$ cat config.mk
export PLATFORM = sky130hd
export DESIGN_NAME = bba_ctrl
export DESIGN_NICKNAME = d
export VERILOG_FILES = /design/src/rtl/core/bba_pkg.sv /design/src/rtl/core/bba_ctrl.sv
export SDC_FILE = /design/constraint.sdc
export NUM_CORES = 1
export LEC_CHECK = 0
export BUFFER_PORTS_ARGS = -buffer_cell sky130_fd_sc_hd__buf_2
export CAP_MARGIN = 10
export CORE_MARGIN = 2
export CORE_UTILIZATION = 55
export DETAILED_ROUTE_END_ITERATION = 12
export PLACE_DENSITY = 0.82
export SYNTH_ARGS = -nofsm -noshare
export SYNTH_HDL_FRONTEND = slang
export SYNTH_SLANG_ARGS = --single-unit
$ cat constraint.sdc
create_clock -name clk -period 9.78 [get_ports clk]
set_input_delay 1.467 -clock clk [delete_from_list [all_inputs] [get_ports clk]]
set_output_delay 1.467 -clock clk [all_outputs]
set_load 0.005 [all_outputs]
$ cat src/rtl/core/bba_pkg.sv
`default_nettype none
package bba_pkg;

  // Pool geometry.
  localparam int NUM_BLOCKS = 1024;
  localparam int BLK_W      = 10;
  localparam int LINK_W     = 11;
  localparam int NODE_W     = 11;
  localparam int NODES      = 2 * NUM_BLOCKS;
  localparam int LVL_W      = 4;
  localparam int LEVELS     = 11;
  localparam int MIN_ORD    = 5;
  localparam logic [LVL_W-1:0] ORDER_CAP = 4'd10;
  localparam logic [LINK_W-1:0] NO_LINK = 11'd1024;

  // Request kinds.
  localparam logic REQ_ALLOC = 1'b0;
  localparam logic REQ_FREE  = 1'b1;

  // Result status codes.
  localparam logic [1:0] ST_OK        = 2'd0;
  localparam logic [1:0] ST_ZERO      = 2'd1;
  localparam logic [1:0] ST_TOO_LARGE = 2'd2;
  localparam logic [1:0] ST_NO_BLOCK  = 2'd3;

  typedef enum logic [3:0] {
    S_CLEAR, S_IDLE, S_DECODE, S_UNL_RD, S_UNL_WR, S_SPLIT_A, S_SPLIT_B,
    S_F_CHECK, S_F_EVAL, S_PUSH_A, S_PUSH_B, S_DONE
  } state_t;

  // Access to the free-bit tree memory.
  typedef struct packed {
    logic              we;
    logic [NODE_W-1:0] addr;
    logic              wdata;
  } fb_req_t;

  // Access to one of the link memories.
  typedef struct packed {
    logic              we;
    logic [BLK_W-1:0]  addr;
    logic [LINK_W-1:0] wdata;
  } link_req_t;

  // Rounds a byte count up to a power of two and returns its log2.
  function automatic logic [4:0] ceil_log2(input logic [15:0] x);
    logic [15:0] y;
    logic [4:0]  n;
    y = x - 16'd1;
    n = 5'd0;
    for (int i = 0; i < 16; i++) begin
      if (y[i]) n = 5'(i + 1);
    end
    if (x <= 16'd1) n = 5'd0;
    return n;
  endfunction

  // Tree node address of block idx at level lvl.
  function automatic logic [NODE_W-1:0] node_of(input logic [LVL_W-1:0] lvl,
                                                input logic [BLK_W-1:0] idx);
    logic [NODE_W:0] t;
    t = (12'd1 << lvl) + {2'b00, idx} - 12'd1;
    return t[NODE_W-1:0];
  endfunction

endpackage
`default_nettype wire

$ cat src/rtl/core/bba_ctrl.sv
`default_nettype none
module bba_ctrl (
  input  wire logic                       clk,
  input  wire logic                       rst,
  input  wire logic                       cfg_valid,
  output logic                            cfg_ready,
  input  wire logic [3:0]                 cfg_data,
  input  wire logic                       in_valid,
  output logic                            in_ready,
  input  wire logic                       req_type,
  input  wire logic [15:0]                req_size,
  input  wire logic [14:0]                block_offset,
  output logic                            out_valid,
  input  wire logic                       out_ready,
  output logic [1:0]                      status,
  output logic [14:0]                     alloc_offset,
  output bba_pkg::fb_req_t                fb_req,
  input  wire logic                       fb_rd,
  output bba_pkg::link_req_t              next_req,
  input  wire logic [bba_pkg::LINK_W-1:0] next_rd,
  output bba_pkg::link_req_t              prev_req,
  input  wire logic [bba_pkg::LINK_W-1:0] prev_rd
);
  import bba_pkg::*;

  state_t state, state_next;

  logic [LVL_W-1:0]  pool_order;
  logic [NODE_W-1:0] clr_cnt;
  logic [LINK_W-1:0] head [0:LEVELS-1];
  logic [LVL_W-1:0]  lvl;
  logic [LVL_W-1:0]  target;
  logic [BLK_W-1:0]  idx;
  logic [BLK_W-1:0]  unl_blk;
  logic              req_type_r;
  logic [15:0]       req_size_r;
  logic [14:0]       block_offset_r;
  logic [1:0]        status_r;
  logic [14:0]       result_r;

  logic              cfg_fire;
  logic [LVL_W-1:0]  cfg_order;
  logic [4:0]        ord;
  logic [4:0]        rel;
  logic              too_big;
  logic [LVL_W-1:0]  tgt;
  logic              found;
  logic [LVL_W-1:0]  found_lv;
  logic [BLK_W-1:0]  found_blk;
  logic [BLK_W-1:0]  fblk;
  logic              off_range;
  logic [LVL_W-1:0]  sh;
  logic [LVL_W-1:0]  nl;
  logic [BLK_W-1:0]  ni;
  logic [BLK_W-1:0]  split_blk;
  logic [BLK_W-1:0]  sb_blk;
  logic [BLK_W-1:0]  push_blk;
  logic [BLK_W-1:0]  bud;
  logic [LINK_W-1:0] cur_head;
  logic              out_load;

  assign cfg_ready = 1'b1;
  assign cfg_fire  = cfg_valid;
  assign cfg_order = (cfg_data > ORDER_CAP) ? ORDER_CAP : cfg_data;
  assign in_ready  = (state == S_IDLE);
  assign out_load  = (state == S_DONE) && (!out_valid || out_ready);

  // Request decode: size class, range checks and the free-list search.
  always_comb begin
    ord       = ceil_log2(req_size_r);
    rel       = (ord > 5'(MIN_ORD)) ? ord - 5'(MIN_ORD) : 5'd0;
    too_big   = rel > {1'b0, pool_order};
    tgt       = pool_order - rel[LVL_W-1:0];
    fblk      = block_offset_r[14:MIN_ORD];
    off_range = (({1'b0, fblk} >> pool_order) != 11'd0);
    found     = 1'b0;
    found_lv  = '0;
    for (int i = 0; i < LEVELS; i++) begin
      if ((LVL_W'(i) <= tgt) && !head[i][BLK_W]) begin
        found    = 1'b1;
        found_lv = LVL_W'(i);
      end
    end
    found_blk = head[found_lv][BLK_W-1:0];
  end

  // Block numbers for splitting, pushing and merging.
  always_comb begin
    sh        = pool_order - lvl;
    nl        = lvl + 4'd1;
    ni        = idx << 1;
    split_blk = (ni + 10'd1) << (pool_order - nl);
    sb_blk    = (idx + 10'd1) << sh;
    push_blk  = idx << sh;
    bud       = idx ^ 10'd1;
    cur_head  = head[lvl];
  end

  // Next state.
  always_comb begin
    state_next = state;
    case (state)
      S_CLEAR:   if (clr_cnt == NODE_W'(NODES - 1)) state_next = S_IDLE;
      S_IDLE:    if (in_valid) state_next = S_DECODE;
      S_DECODE: begin
        if (req_type_r == REQ_ALLOC && req_size_r == 16'd0) state_next = S_DONE;
        else if (too_big) state_next = S_DONE;
        else if (req_type_r == REQ_ALLOC) state_next = found ? S_UNL_RD : S_DONE;
        else state_next = off_range ? S_DONE : S_F_CHECK;
      end
      S_UNL_RD:  state_next = S_UNL_WR;
      S_UNL_WR: begin
        if (req_type_r == REQ_FREE) state_next = S_F_CHECK;
        else state_next = (lvl < target) ? S_SPLIT_A : S_DONE;
      end
      S_SPLIT_A: state_next = S_SPLIT_B;
      S_SPLIT_B: state_next = (lvl < target) ? S_SPLIT_A : S_DONE;
      S_F_CHECK: state_next = (lvl == '0) ? S_PUSH_A : S_F_EVAL;
      S_F_EVAL:  state_next = fb_rd ? S_UNL_RD : S_PUSH_A;
      S_PUSH_A:  state_next = S_PUSH_B;
      S_PUSH_B:  state_next = S_DONE;
      S_DONE:    if (out_load) state_next = S_IDLE;
      default:   state_next = S_IDLE;
    endcase
    if (cfg_fire) state_next = S_CLEAR;
  end

  // Memory accesses for each state.
  always_comb begin
    fb_req   = '0;
    next_req = '0;
    prev_req = '0;
    case (state)
      S_CLEAR: begin
        fb_req = '{we: 1'b1, addr: clr_cnt, wdata: (clr_cnt == '0)};
        if (clr_cnt == '0) begin
          next_req = '{we: 1'b1, addr: '0, wdata: NO_LINK};
          prev_req = '{we: 1'b1, addr: '0, wdata: NO_LINK};
        end
      end
      S_UNL_RD: begin
        next_req.addr = unl_blk;
        prev_req.addr = unl_blk;
      end
      S_UNL_WR: begin
        next_req = '{we: !prev_rd[BLK_W], addr: prev_rd[BLK_W-1:0], wdata: next_rd};
        prev_req = '{we: !next_rd[BLK_W], addr: next_rd[BLK_W-1:0], wdata: prev_rd};
        if (req_type_r == REQ_FREE) fb_req = '{we: 1'b1, addr: node_of(lvl, bud), wdata: 1'b0};
        else fb_req = '{we: 1'b1, addr: node_of(lvl, idx), wdata: 1'b0};
      end
      S_SPLIT_A: begin
        next_req = '{we: 1'b1, addr: split_blk, wdata: head[nl]};
        prev_req = '{we: 1'b1, addr: split_blk, wdata: NO_LINK};
        fb_req   = '{we: 1'b1, addr: node_of(nl, ni + 10'd1), wdata: 1'b1};
      end
      S_SPLIT_B: begin
        prev_req = '{we: !cur_head[BLK_W], addr: cur_head[BLK_W-1:0],
                     wdata: {1'b0, sb_blk}};
        fb_req   = '{we: 1'b1, addr: node_of(lvl, idx), wdata: 1'b0};
      end
      S_F_CHECK: fb_req.addr = node_of(lvl, bud);
      S_PUSH_A: begin
        next_req = '{we: 1'b1, addr: push_blk, wdata: cur_head};
        prev_req = '{we: 1'b1, addr: push_blk, wdata: NO_LINK};
        fb_req   = '{we: 1'b1, addr: node_of(lvl, idx), wdata: 1'b1};
      end
      S_PUSH_B: begin
        prev_req = '{we: !cur_head[BLK_W], addr: cur_head[BLK_W-1:0],
                     wdata: {1'b0, push_blk}};
      end
      default: ;
    endcase
  end

  // Control registers and list heads.
  always_ff @(posedge clk) begin
    if (rst || cfg_fire) begin
      state   <= rst ? S_CLEAR : state_next;
      clr_cnt <= '0;
      for (int i = 0; i < LEVELS; i++) head[i] <= (i == 0) ? '0 : NO_LINK;
      if (rst) begin
        pool_order <= ORDER_CAP;
        out_valid  <= 1'b0;
      end else begin
        pool_order <= cfg_order;
      end
    end else begin
      state <= state_next;
      if (state == S_CLEAR) clr_cnt <= clr_cnt + 11'd1;
      if (out_load) out_valid <= 1'b1;
      else if (out_ready) out_valid <= 1'b0;
      case (state)
        S_UNL_WR:  if (prev_rd[BLK_W]) head[lvl] <= next_rd;
        S_SPLIT_B: head[lvl] <= {1'b0, sb_blk};
        S_PUSH_B:  head[lvl] <= {1'b0, push_blk};
        default: ;
      endcase
    end
  end

  // Request datapath.
  always_ff @(posedge clk) begin
    case (state)
      S_IDLE: begin
        req_type_r     <= req_type;
        req_size_r     <= req_size;
        block_offset_r <= block_offset;
      end
      S_DECODE: begin
        status_r <= ST_OK;
        result_r <= '0;
        if (req_type_r == REQ_ALLOC && req_size_r == 16'd0) begin
          status_r <= ST_ZERO;
        end else if (too_big) begin
          status_r <= ST_TOO_LARGE;
        end else if (req_type_r == REQ_ALLOC) begin
          if (!found) status_r <= ST_NO_BLOCK;
          lvl      <= found_lv;
          target   <= tgt;
          unl_blk  <= found_blk;
          idx      <= found_blk >> (pool_order - found_lv);
          result_r <= {found_blk, 5'd0};
        end else begin
          if (off_range) status_r <= ST_TOO_LARGE;
          lvl <= tgt;
          idx <= fblk >> rel;
        end
      end
      S_UNL_WR: begin
        if (req_type_r == REQ_FREE) begin
          lvl <= lvl - 4'd1;
          idx <= idx >> 1;
        end
      end
      S_SPLIT_A: begin
        lvl <= nl;
        idx <= ni;
      end
      S_F_EVAL: unl_blk <= bud << sh;
      default: ;
    endcase
    if (out_load) begin
      status       <= status_r;
      alloc_offset <= result_r;
    end
  end

endmodule
`default_nettype wire

After elaboration in Yosys (flattened, before gate mapping)
Memory sizes are Yosys's and may differ from the RTL's. A register that Yosys moved wholly into a read port is not among the register bits. Cells that the tools add are included.

Input port bits: 64. Output and inout port bits: 77. Word-level logic and storage cells: 238. Memory bits (writable): 121. Memories: 1. Flip-flop bits (word level): 114.

Memory list: head (depth 11, width 11, rd ports 14, clocked after Yosys merged registers in 1, write ports 11, line bba_ctrl.sv:30) `logic [LINK_W-1:0] head [0:LEVELS-1];`.

Equality and inequality tests: 17. Bitwise operators: 6. Shift-type cells: 9. $add $sub $neg: 17. Reduce and logical (&&, ||, !) cells: 50. $lt $le $gt $ge: 16. Muxes and demuxes: 106.

Operators by type and width (count): 4-bit two-way mux (29); 11-bit one-hot mux with 5 select lines (2); 10-bit two-way mux (7); 5-bit two-way mux (12); 10-bit one-hot mux with 6 select lines (1); 10-bit one-hot mux with 5 select lines (1); 4-bit one-hot mux with 12 select lines (1); 11-bit one-hot mux with 4 select lines (1); 10-bit by 4-bit left shift with 10-bit output (4); 11-bit by 10-bit adder with 11-bit output (3); 11-bit two-way mux (3); 11-bit by 1-bit subtractor with 11-bit output (second input constant) (3); 1-bit two-way mux (31); 10-bit one-hot mux with 3 select lines (1); 22-bit two-way mux (1); 1-bit by 4-bit left shift with 11-bit output (first input constant) (2); 10-bit by 1-bit adder with 10-bit output (second input constant) (2); 10-bit one-hot mux with 2 select lines (1); 4-bit by 3-bit == test with 1-bit output (second input constant) (4); 4-bit == test (second input constant) (4); 16-bit by 1-bit <= comparator with 1-bit output (second input constant) (1); 3-bit by 4-bit <= comparator with 1-bit output (first input constant) (4); 16-bit logical NOT (1); 16-bit by 1-bit subtractor with 16-bit output (second input constant) (1); other kinds (42) (101).

Depth between registers and ports, before layout
Depth after elaboration: 42. Mapped depth: 40. Mapped depth without buffers: 37.

Worst setup path after synthesis
OpenSTA, ideal clock, no wires.

Path type: flip-flop to flip-flop. Start point: reg req_size_r[0]. End point: reg idx[1], data pin. Setup slack: 1.957 ns. Buffers on the path: 6. Period minus slack after synthesis: 7.823 ns. Cell stages (with the launch flop): 40. Data required time: 9.508 ns. Arrival time: 7.551 ns. Setup time: 0.272 ns. Cells stage by stage: edfxtp_1 clkbuf_1 inv_1 ha_1 or3b_1 clkbuf_1 nor4_1 xor2_1 o41a_1 a31oi_1 or2_1 buf_2 inv_2 ha_1 nand4_1 nor3_1 nor2_1 o21a_1 (+4 left out) buf_4 nand2_1 inv_2 o31a_1 a31o_2 buf_2 inv_1 ha_1 a21o_1 a21oi_1 xnor2_1 xnor2_1 nor3b_1 nand2_1 nor2_1 a22oi_1 o22ai_1 or4b_1.

Longest elaborated chain between the ends: 39. Elaborated cells between the ends (all ways): 61. Those cells by class: add/sub (4); order compare (12); shift (2); mux (32); reduce/logical (10); memory (1).

Ends and longest elaborated chain: start, declared (line bba_ctrl.sv:36) `logic [15:0] req_size_r;`; start signal, assigned (line bba_ctrl.sv:206) `req_size_r <= req_size;`; 16-bit by 1-bit subtractor with 16-bit output (line bba_pkg.sv:49) `y = x - 16'd1;`; 1-bit two-way mux (line bba_pkg.sv:52) `if (y[i]) n = 5'(i + 1);`; 2-bit two-way mux (2 in series) (line bba_pkg.sv:52); 3-bit two-way mux (3 in series) (line bba_pkg.sv:52); 5-bit two-way mux (10 in series) (line bba_pkg.sv:52); 5-bit two-way mux (*) (line bba_pkg.sv:54) `if (x <= 16'd1) n = 5'd0;`; 5-bit by 3-bit subtractor with 5-bit output or 5-bit by 3-bit greater-than comparator with 1-bit output (tied branches) (line bba_ctrl.sv:71) `rel = (ord > 5'(MIN_ORD)) ? ord - 5'(MIN_ORD) : 5'd0;`; 5-bit two-way mux (*) (line bba_ctrl.sv:71); (+1 left out); net tgt[3] (line bba_ctrl.sv:46) `logic [LVL_W-1:0] tgt;`; (+3 left out); 4-bit two-way mux (8 in series) (line bba_ctrl.sv:79) `if ((LVL_W'(i) <= tgt) && !head[i][BLK_W]) begin`; 4-bit two-way mux (*) (line bba_ctrl.sv:79); 4-bit subtractor or memory 11 x 11 bit (tied branches); 10-bit by 4-bit >> shifter with 10-bit output (*) (line bba_ctrl.sv:221) `idx <= found_blk >> (pool_order - found_lv);`; 10-bit two-way mux (*) (line bba_ctrl.sv:216) `end else if (req_type_r == REQ_ALLOC) begin`; 10-bit two-way mux (*) (line bba_ctrl.sv:214) `end else if (too_big) begin`; 10-bit two-way mux (*) (line bba_ctrl.sv:212) `if (req_type_r == REQ_ALLOC && req_size_r == 16'd0) begin`; 10-bit one-hot mux with 3 select lines (*) (line bba_ctrl.sv:203) `case (state)`; end signal, assigned (line bba_ctrl.sv:221); end signal, assigned (line bba_ctrl.sv:226) `idx <= fblk >> rel;`; end signal, assigned (line bba_ctrl.sv:232) `idx <= idx >> 1;`; end, declared (line bba_ctrl.sv:33) `logic [BLK_W-1:0] idx;`.

Mark *: on every way through the listed nets, which the timed path passes. The rest lies on a longest branch. The select of a mux whose other input is x is not followed. A chain may end at the register's enable or synchronous reset.

Worst setup path in the final report
Same ends and word-level chain as after synthesis.

==> impl_results.md <==
* Critical-path top delay cell: edfxtp_1
* Hold Buf Count CTS at 0
* Worst slack, placed at roughly 0.69 ns
* Die Width at 198 um
* Post-CTS resize count at 0
* Worst hold slack at roughly 0.42 ns
* Vias/cell at about 7.2
* Switching share of power at 0.249
* I/O pin count at roughly 140
* DRC Markers at 0
* Initial core utilization at 0.562
* # Max-Cap Violations at 0
* First-pass GRT wire length at 108,000 um
* Clock latency on the worst-skew pair at around 0.61 ns
* Crit. Startpoint: req_size_r[0]$_DFFE_PP_
* CTS Sinks at 279
* DR WL/cell at ~28 um
* Root buffer cell: clkbuf_16
* RR Startpoint: req_size_r[0]$_DFFE_PP_
* Peak VDD IR at approximately 0.16 mV
* CP Class: reg2reg
* Status: finished clean
* IO buf count at between 100 and 150
* Post-Route WL at approximately 72,000 um
* H-tree depth at 1
* CTS tree: yes
* Type of the tightest min-delay check: reg2reg
* Post-DP HPWL at between 50,000 and 60,000 um
* Period utilization at 0.936
* Clock power share at 0.435
* Gr usage total at 0.368
* TritonRoute pass-1 iters at 6
* Filler instances at a little under 3k
* Final #Nets at roughly 2.3k
* Static leakage at about 8.5 nW
* DRT iter0 DRCs at roughly 2.6k
* Crit-path max cell delay at 0.53 ns
* Grt ovf at 0
* Final antenna-violating net count at 0
* Top_reg_cell synth: edfxtp_1
* Clock skew at 0.0382 ns
* PwrDens at ~130 mW/mm^2
* Final setup violation count at 0
* Synthesized flop and latch total at roughly 280
* Post-route setup TNS at 0 ns
* Synth cell types at 100
* Mapped Cells at 2,051
* Synth warn at 0
* EDFF count, synth at 249
* CTS clock-pin slew for the worst setup and hold paths at roughly 0.060 ns
* Reg-to-Reg End: idx[1]$_DFFE_PP_
* Mean post-synth cell area at 10.1 sq um
* Max_slew headroom at 0.107
* Share of cells above drive strength 1 at 0.202
* GP Congestion at slightly below 1
* Ys async rst share at 0
* R2R setup slack at 0.63 ns
* Sequential share of the synthesized area at 0.391
* Int Pwr at between 0.002 and 0.0025 W
* Vias in the first global route at around 18k
* Number of CTS-inserted buffers at 30
* Max Slew Vio Count at 0
* Cells on worst reg2reg path at 35
* Tmin final at 9.15 ns
* Sw Pwr at 0.000714 W
* Largest net degree at the start of global routing at 54
* Worst Tran Pin Value at between 1 and 1.5 ns
* Seq pwr share at 0.464
* Vias at roughly 19k
* CP endpoint kind: flop
* Critical Path Source Type: flop
* Row cnt at 70
* Required time of the critical path at just over 10 ns
* Initial antenna violation count at 1
* Antenna cell count at 0
* Worst setup margin at 0.630 ns
* Clk buf depth at 3
* Area grow syn2layout at 10.4%
* Fmax at approximately 110 MHz
* CP Max Fanout at 14
* End of the critical path: idx[1]$_DFFE_PP_
* Arrival time at the worst endpoint at between 9 and 10 ns
* Combinational power share at 0.100
* Core Region at approximately 0.037 sq mm
* Final hold vios at 0
* Post-CTS setup buffers at 0
* Vert. Die Dim at around 200 um
* RSZ-0062 raised after global routing: no
* Die ar. at 0.0391 sq mm
* Netlist Area Pre-Place at 0.0207 sq mm
## how the worst min path moves through the flow
stage,from,to,slack [ns],cells after the start
after floorplan,result_r[10]$_SDFFCE_PP0P_,alloc_offset[10]$_DFFE_PP_,0.40,0
after global placement,result_r[14]$_SDFFCE_PP0P_,alloc_offset[14]$_DFFE_PP_,0.40,0
after detailed placement,result_r[7]$_SDFFCE_PP0P_,alloc_offset[7]$_DFFE_PP_,0.40,0
after CTS,result_r[14]$_SDFFCE_PP0P_,alloc_offset[14]$_DFFE_PP_,0.42,0
after global routing,result_r[8]$_SDFFCE_PP0P_,alloc_offset[8]$_DFFE_PP_,0.43,0
final,result_r[14]$_SDFFCE_PP0P_,alloc_offset[14]$_DFFE_PP_,0.42,0
## worst max-delay path, delay by kind of cell (launching register included)
kind | cells | cell delay [ns]
AO/OA/AOI/OAI | 9 | 2.02
flip-flops | 1 | 0.53
buffers and inverters | 7 | 1.13
AND/OR/NAND/NOR | 12 | 3.51
adder cells (fa/ha/maj) | 4 | 1.32
XOR/XNOR | 3 | 0.38
## logic make-up after synthesis
group	count (synthesis)	share of synthesized area
adder cells (fa/ha/maj)	74	0.0472
buffers and inverters	250	0.0483
AO/OA/AOI/OAI	538	0.183
multiplexers	170	0.153
AND/OR/NAND/NOR	696	0.159
flip-flops	279	0.391
XOR/XNOR	42	0.0182
other	2	0.000364
## registers in the layout, summed over array words and instances (netlist names), 2 cells and up, named ones only
name,cells
idx,10
target,4
pool_order,4
lvl,4
head,176
state,4
block_offset_r,10
status_r,2
alloc_offset,10
clr_cnt,11
result_r,10
req_size_r,16
status,2
unl_blk,10
## cell usage in the layout (no fill, tap or decap), types with 30 or more instances in the layout
cell / Yosys / routed
o22ai_1: 30 / 30
buf_2: 9 / 129
clkbuf_16: 0 / 30
mux2i_1: 37 / 37
a21oi_1: 102 / 102
mux4_2: 114 / 114
o21ai_0: 111 / 111
ha_1: 66 / 65
buf_4: 9 / 46
nor2_1: 222 / 218
edfxtp_1: 249 / 249
nor3_1: 37 / 34
inv_1: 97 / 97
nand3_1: 52 / 52
a22oi_1: 31 / 31
nand2_1: 207 / 207
## cell usage after synthesis (all sizes together) (14+ instances only)
master	number	area [sq um]
a211oi	25	200
a21o	19	143
a21oi	102	510
a22oi	31	233
a31oi	22	168
and3	20	125
buf	33	184
clkbuf	115	432
dfxtp	30	601
edfxtp	249	7480
ha	66	826
inv	102	383
mux2	19	214
mux2i	37	370
mux4	114	2570
nand2	209	795
nand2b	26	163
nand3	52	260
nand4	21	131
nor2	222	833
nor3	37	185
nor4	19	146
o211ai	22	165
o21ai	118	602
o221ai	14	123
o22ai	31	200
o31ai	14	129
or3	17	106
xnor2	21	184
xor2	21	191
## power by group through the flow
stage          Combinational [W]  Clock [W]  Sequential (W)
2_1_floorplan           0.000182          0         0.00135
3_3_place_gp            0.000271          0         0.00135
3_5_place_dp            0.000273          0         0.00135
4_1_cts                 0.000275    0.00124         0.00133
5_1_grt                 0.000303    0.00129         0.00133
6_report                0.000287    0.00125         0.00133
## cell type report
cell class | count | area [sq um] | share of cell area
Sequential cell | 279 | 8080 | 0.354
Clock buffer | 38 | 841 | 0.0369
Inverter | 102 | 383 | 0.0168
Tap cell | 468 | 586 | 0.0257
Timing Repair Buffer | 175 | 991 | 0.0435
Multi-Input combinational cell | 1526 | 11700 | 0.512
Clock inverter | 18 | 248 | 0.0109
## layer usage
layer | share of wire | vias to the layer above | track usage | wire (um)
li1 | - | 7995 | - | -
met2 | 0.45 | 1530 | 0.567 | 32300
met5 | 0 | - | 0 | 0
met4 | 0.071 | 0 | 0.219 | 5160
met3 | 0.14 | 367 | 0.105 | 10500
met1 | 0.34 | 8959 | 0.464 | 24400
## through the flow
| stage | cell area (sq um) | power [W] | util | cells |
|---|---|---|---|---|
| after detailed placement | 21700 | 0.00163 | 0.590 | 2550 |
| final | 22800 | 0.00286 | 0.620 | 2606 |
| after CTS | 22800 | 0.00285 | 0.620 | 2606 |
| after global placement | 21700 | 0.00162 | 0.590 | 2550 |
| after floorplan | 20700 | 0.00153 | - | 2055 |
| after global routing | 22800 | 0.00293 | 0.620 | 2606 |
No activity file was read; power rests on OpenSTA's default activity.
